### config.mk
export PLATFORM = sky130hd
export DESIGN_NAME = esu_ctrl
export DESIGN_NICKNAME = d
export VERILOG_FILES = /design/src/hw/rtl/esu_pkg.sv /design/src/hw/rtl/esu_ctrl.sv
export SDC_FILE = /design/constraint.sdc
export NUM_CORES = 1
export LEC_CHECK = 0
export BUFFER_PORTS_ARGS = -buffer_cell sky130_fd_sc_hd__buf_2
export CAP_MARGIN = 10
export CELL_PAD_IN_SITES_DETAIL_PLACEMENT = 1
export CELL_PAD_IN_SITES_GLOBAL_PLACEMENT = 1
export CORE_AREA = 5 5 42 44
export CTS_BUF_LIST = sky130_fd_sc_hd__clkbuf_8
export DETAILED_ROUTE_END_ITERATION = 10
export DIE_AREA = 0 0 47 49
export GPL_TIMING_DRIVEN = 0
export PLACE_DENSITY_LB_ADDON = 0.1
export SYNTH_ARGS = -nofsm -noshare
export SYNTH_HDL_FRONTEND = slang
export SYNTH_SLANG_ARGS = --single-unit
### constraint.sdc
create_clock -name clk -period 0.9 [get_ports clk]
set_input_delay 0.045 -clock clk [delete_from_list [all_inputs] [get_ports clk]]
set_output_delay 0.045 -clock clk [all_outputs]
set_load 0.01 [all_outputs]
### src/hw/rtl/esu_pkg.sv
// shared constants, command and status types and helper functions for the edge update core
package esu_pkg;

  localparam int FIELD_W       = 32;
  localparam int STR_W         = 17;
  localparam int MAG_W         = 35;
  localparam int RATE_FRAC     = 16;
  localparam int FRAC_MASK     = 65535;
  localparam int ACT_GAIN      = 10;
  localparam int NODE_BITS_DEF = 32;
  localparam int TICK_BITS_DEF = 32;
  localparam int IN_DATA_W     = 96;
  localparam int OUT_DATA_W    = 88;
  localparam int OP_W          = 2;
  localparam int CFG_IDX_W     = 2;

  localparam logic [STR_W-1:0] ONE_Q16 = 17'h10000;

  localparam logic [OP_W-1:0] OP_QUERY   = 2'd0;
  localparam logic [OP_W-1:0] OP_PULSE   = 2'd1;
  localparam logic [OP_W-1:0] OP_SET_ACT = 2'd2;
  localparam logic [OP_W-1:0] OP_CLEAR   = 2'd3;

  localparam logic [CFG_IDX_W-1:0] CFG_MATCH_RATE = 2'd0;
  localparam logic [CFG_IDX_W-1:0] CFG_MISS_RATE  = 2'd1;
  localparam logic [CFG_IDX_W-1:0] CFG_PULSE_RATE = 2'd2;
  localparam logic [CFG_IDX_W-1:0] CFG_INIT_STR   = 2'd3;

  localparam logic [STR_W-1:0] MATCH_RATE_RST = 17'd328;
  localparam logic [STR_W-1:0] MISS_RATE_RST  = 17'd6554;
  localparam logic [STR_W-1:0] PULSE_RATE_RST = 17'd2621;
  localparam logic [STR_W-1:0] INIT_STR_RST   = 17'd7;

  typedef struct packed {
    logic load_in;
    logic pre_upd;
    logic div_start;
    logic mul_g;
    logic mul_t;
    logic pulse_upd;
    logic out_load;
  } esu_cmd_t;

  typedef struct packed {
    logic div_done;
    logic pulse_go;
  } esu_sts_t;

  function automatic logic [STR_W-1:0] rate_clamp(input logic [STR_W-1:0] v);
    return (v > ONE_Q16) ? ONE_Q16 : v;
  endfunction

  function automatic logic signed [FIELD_W-1:0] sat32(input logic signed [63:0] v);
    logic signed [FIELD_W-1:0] res;
    if (v[63:FIELD_W-1] == '0 || v[63:FIELD_W-1] == '1) begin
      res = v[FIELD_W-1:0];
    end else if (v[63]) begin
      res = {1'b1, {(FIELD_W-1){1'b0}}};
    end else begin
      res = {1'b0, {(FIELD_W-1){1'b1}}};
    end
    return res;
  endfunction

endpackage

### src/hw/rtl/esu_ctrl.sv
// controller: sequences capture, state update, division, pulse multiplies and result beat
module esu_ctrl import esu_pkg::*; (
  input  logic     clk,
  input  logic     rst,
  input  logic     in_valid,
  output logic     in_ready,
  output logic     out_valid,
  input  logic     out_ready,
  input  esu_sts_t sts,
  output esu_cmd_t cmd
);

  localparam logic [2:0] S_IDLE   = 3'd0;
  localparam logic [2:0] S_PRE    = 3'd1;
  localparam logic [2:0] S_DSTART = 3'd2;
  localparam logic [2:0] S_DIV    = 3'd3;
  localparam logic [2:0] S_MULG   = 3'd4;
  localparam logic [2:0] S_MULT   = 3'd5;
  localparam logic [2:0] S_UPD    = 3'd6;
  localparam logic [2:0] S_OUT    = 3'd7;

  logic [2:0] state;
  logic [2:0] state_next;
  logic       result_valid;

  assign in_ready  = state == S_IDLE;
  assign out_valid = result_valid;

  always_comb begin
    state_next = state;
    cmd        = '0;
    case (state)
      S_IDLE: if (in_valid) begin
        cmd.load_in = 1'b1;
        state_next  = S_PRE;
      end
      S_PRE: begin
        cmd.pre_upd = 1'b1;
        state_next  = S_DSTART;
      end
      S_DSTART: begin
        cmd.div_start = 1'b1;
        state_next    = S_DIV;
      end
      S_DIV: if (sts.div_done) begin
        state_next = sts.pulse_go ? S_MULG : S_OUT;
      end
      S_MULG: begin
        cmd.mul_g  = 1'b1;
        state_next = S_MULT;
      end
      S_MULT: begin
        cmd.mul_t  = 1'b1;
        state_next = S_UPD;
      end
      S_UPD: begin
        cmd.pulse_upd = 1'b1;
        state_next    = S_OUT;
      end
      S_OUT: if (!result_valid || out_ready) begin
        cmd.out_load = 1'b1;
        state_next   = S_IDLE;
      end
      default: state_next = S_IDLE;
    endcase
  end

  always_ff @(posedge clk) begin
    if (rst) begin
      state        <= S_IDLE;
      result_valid <= 1'b0;
    end else begin
      state <= state_next;
      if (cmd.out_load) begin
        result_valid <= 1'b1;
      end else if (out_ready) begin
        result_valid <= 1'b0;
      end
    end
  end

endmodule

Word-level counts from Yosys, hierarchy flattened:

Index checks and enable logic that the tools add are counted.

* equality and inequality tests: 10
* muxes and demuxes: 16
* reductions and logical operators: 5

Operators with widths (number)
* case mux 3 bit (8 select lines): 1
* equality test 3 bit (second input constant): 4
* 2-to-1 mux 1 bit: 11
* 2-to-1 mux 3 bit: 3
* equality test 3 x 2 -> 1 bit (second input constant): 2
* != test 2 bit (second input constant): 3
* equality test 3 x 1 -> 1 bit (second input constant): 1
* zero test 3 bit: 1
* AND reduction 3 bit: 1
* 2-to-1 mux 2 bit: 1
* nonzero test 2 bit: 1
* zero test 1 bit: 1
* logical OR 1 bit: 1

* register bits after elaboration: 4
* input bits: 6
* output and inout port bits: 9
* word-level logic and storage cells: 33

Depth between registers and ports, before layout:

* depth after elaboration: 5
* gate-level depth with buffers: 4

Worst setup path before layout:

OpenSTA, ideal clock, no wires.

* path kind: flip-flop to output port
* from: register state[0]
* to: output cmd[6] (netlist name)
* arrival time: 0.906 ns
* setup slack: -0.051 ns
* stages on the path, launching flop included: 4
* path buffers: 1
* path through: dfxtp_1 -> buf_4 -> nor3_2 -> and2_1

RTL lines
* from (decl): RTL line esu_ctrl.sv:22 `logic [2:0] state;`
* from (signal assigned): RTL line esu_ctrl.sv:73 `state <= state_next;`
* to (decl): RTL line esu_ctrl.sv:10 `output esu_cmd_t cmd`

==> metrics.csv <==
metric;value;unit
clockRootBuffer;clkbuf_8;
pre_cts_slack;-0.112;ns
setup_slack;-0.215;ns
worst-path-max-fanout;8;
insertion_delay;0.22;ns
synthDominantCellAreaShare;0.320;
busiest_layer;met2;
layout.nets;61;
avgSynthCellArea;8.63;µm²
areaGrowthSynthToFinish;105;%
ys.warnings.count;0;
timing.rr.start;state[0]$_SDFFE_PP0P_;
powerDensity;1630;nW/µm²
slew_headroom;0.864;
crit_type;register to output port;
port_buffers;14;
hold_violations;0;
met2_usage;0.143;
path_clk_slew;0.03;ns
post-synth-top-area-cell;dfxtp_1;
globalplace.congestion;0.683;
antenna_found_initial;0;
drc;0;
syn_area;250;µm²
synthArstFlopShare;0;
ctsHtreeMaxLevel;1;
maxCapViolations;0;
n_fill_cell;171;
routed_via_density;4.35;
cts_buffers;3;
rsz0062_at_grt;yes;
grt.met1_usage;0.0925;
core.rowCount;14;
place_area;349;µm²
design.core.area;1400;µm²
dp.final_hpwl;593;µm
use_met3;0.0590;
startpoint_type;register;
finalSetupViolations;11;
crit_end;cmd[6];
layout-drive-gt1-share;0.774;
r2r.worst_path.cells;6;
min_period_over_period;1.24;
ys.flop_type;dfxtp_1;
start_util;0.179;
p_leak;0.233;nW
ios;15;
crit_path_end_kind;output port;
first_global_vias;325;
ys_seq_area_frac;0.320;
synthCells;29;
grt-ovfl-total;0;
die_h;49;µm
grt_start_max_net_pins;9;
vias;300;
cts_tree;built;
grt_pass1_wl;1.48;mm
track_usage;0.0916;
arrival;1.07;ns
fin_area;512;µm²
ctsLongestPathBuffers;2;
dr.first_iter.drc_count;5;
ys_top_cells_by_area;dfxtp_1, buf_4, nor2_1, nor3b_1, nand2b_4;
die_width;47;µm
outcome;finished, violations left;
rrSetupSlack;-0.12;ns
synthDistinctLibCells;18;
fp.dieArea;2300;µm²
netlist_top_cells_count;dfxtp_1, nor2_1;
dr.pass1.iters;3;
clock-sinks;4;
synthesis.nets;35;
cp.required;0.85;ns
post-route-util;0.365;
period_minus_slack;1.12;ns
max_freq;897;MHz
synth-edff-count;0;
ys_ff_latch;4;
drtAntennaViolNets;0;
wl;903;µm
tightest_slew;0.204;ns
hold_class;input pin to register;
ir_drop;0.586;mV
whs;0.0446;ns
critPathLaunch;state[0]$_SDFFE_PP0P_;
clock_skew;0.00414;ns
tns;-1.51;ns
n_antenna_cell;0;
wl_per_cell;13.1;µm
reg2reg_to;state[0]$_SDFFE_PP0P_;
slew_viol_final;0;
violations;negative setup slack;
critical path: stages (launching register included):
cell and delay, ns:
dfxtp_1 0.30, buf_6 0.14, nor3_4 0.16, and2_1 0.14, buf_2 0.12
cell usage in the layout, fill, tap and decap left out:
master and n:
buf_2 14, clkbuf_8 3, o31ai_4 1, nand3_2 1
nor2b_1 1, nand2b_4 1, o21ai_2 1, nor2_2 2
buf_4 4, nor2_1 2, nor3_1 1, a211oi_2 1
and2_1 1, buf_6 6, o21bai_1 1, nor3b_1 1
nor2b_4 1, a31oi_1 2, nor3b_2 1, dfxtp_1 2
nor3_2 1, dfxtp_2 1, dfxtp_4 1, inv_4 1
nand3b_1 1, nor3_4 1
final cells by class:
cell class	instances	area, µm²	share of cell area
buffer	2	22.5	0.0440
clock buffer	3	41.3	0.0807
inverter	1	6.26	0.0122
multi-input combinational	21	191	0.374
sequential	4	85.1	0.166
tap	16	20.0	0.0391
timing repair buffer	22	145	0.284
how the worst min path moves through the flow:
stage | start | end | slack [ns] | cells past startpoint
after global placement | rst | state[0]$_SDFFE_PP0P_ | 0.26 | 2
after floorplan | rst | state[0]$_SDFFE_PP0P_ | 0.11 | 1
final | rst | state[0]$_SDFFE_PP0P_ | 0.04 | 2
after detailed placement | rst | state[0]$_SDFFE_PP0P_ | 0.27 | 2
after CTS | rst | state[0]$_SDFFE_PP0P_ | 0.04 | 2
after global routing | rst | state[0]$_SDFFE_PP0P_ | 0.05 | 2
where the power goes:
group | internal, mW | leakage, nW | total [mW] | switching [mW]
clock network | 0.286 | 0.0216 | 0.386 | 0.0999
logic | 0.138 | 0.177 | 0.247 | 0.109
registers | 0.188 | 0.0339 | 0.200 | 0.0116
through the flow:
step	power [mW]	instances
after detailed placement	0.356	59
after CTS	0.803	66
after floorplan	0.302	29
final	0.833	69
after global routing	0.874	69
after global placement	0.350	59
state kept, by name, summed over array words and instances (netlist names):
register   cells
out_valid      1
state          3
kinds of logic (layout without fill, tap and decap cells):
logic type	Yosys count	in the layout	synth area share
buffers and inverters	4	28	0.120
AO/OA/AOI/OAI	6	6	0.180
AND/OR/NAND/NOR	15	15	0.380
flip-flops	4	4	0.320
per-layer routing:
layer  wire length, µm  up-vias
met5                 0        -
met4                 0        0
met3                48        0
met2               532        9
met1               322      142
li1                  -      149
timing repair:
action / CTS / global route
hold buffers: 0 / 0
gates cloned: 1 / 0
resized for setup: 14 / 7
setup buffers: 4 / 4
pin swaps: 3 / 3
endpoints found under the hold margin: 0 / 0
endpoints found under the setup margin: 11 / 12
Power figures use the tool's default switching activity.
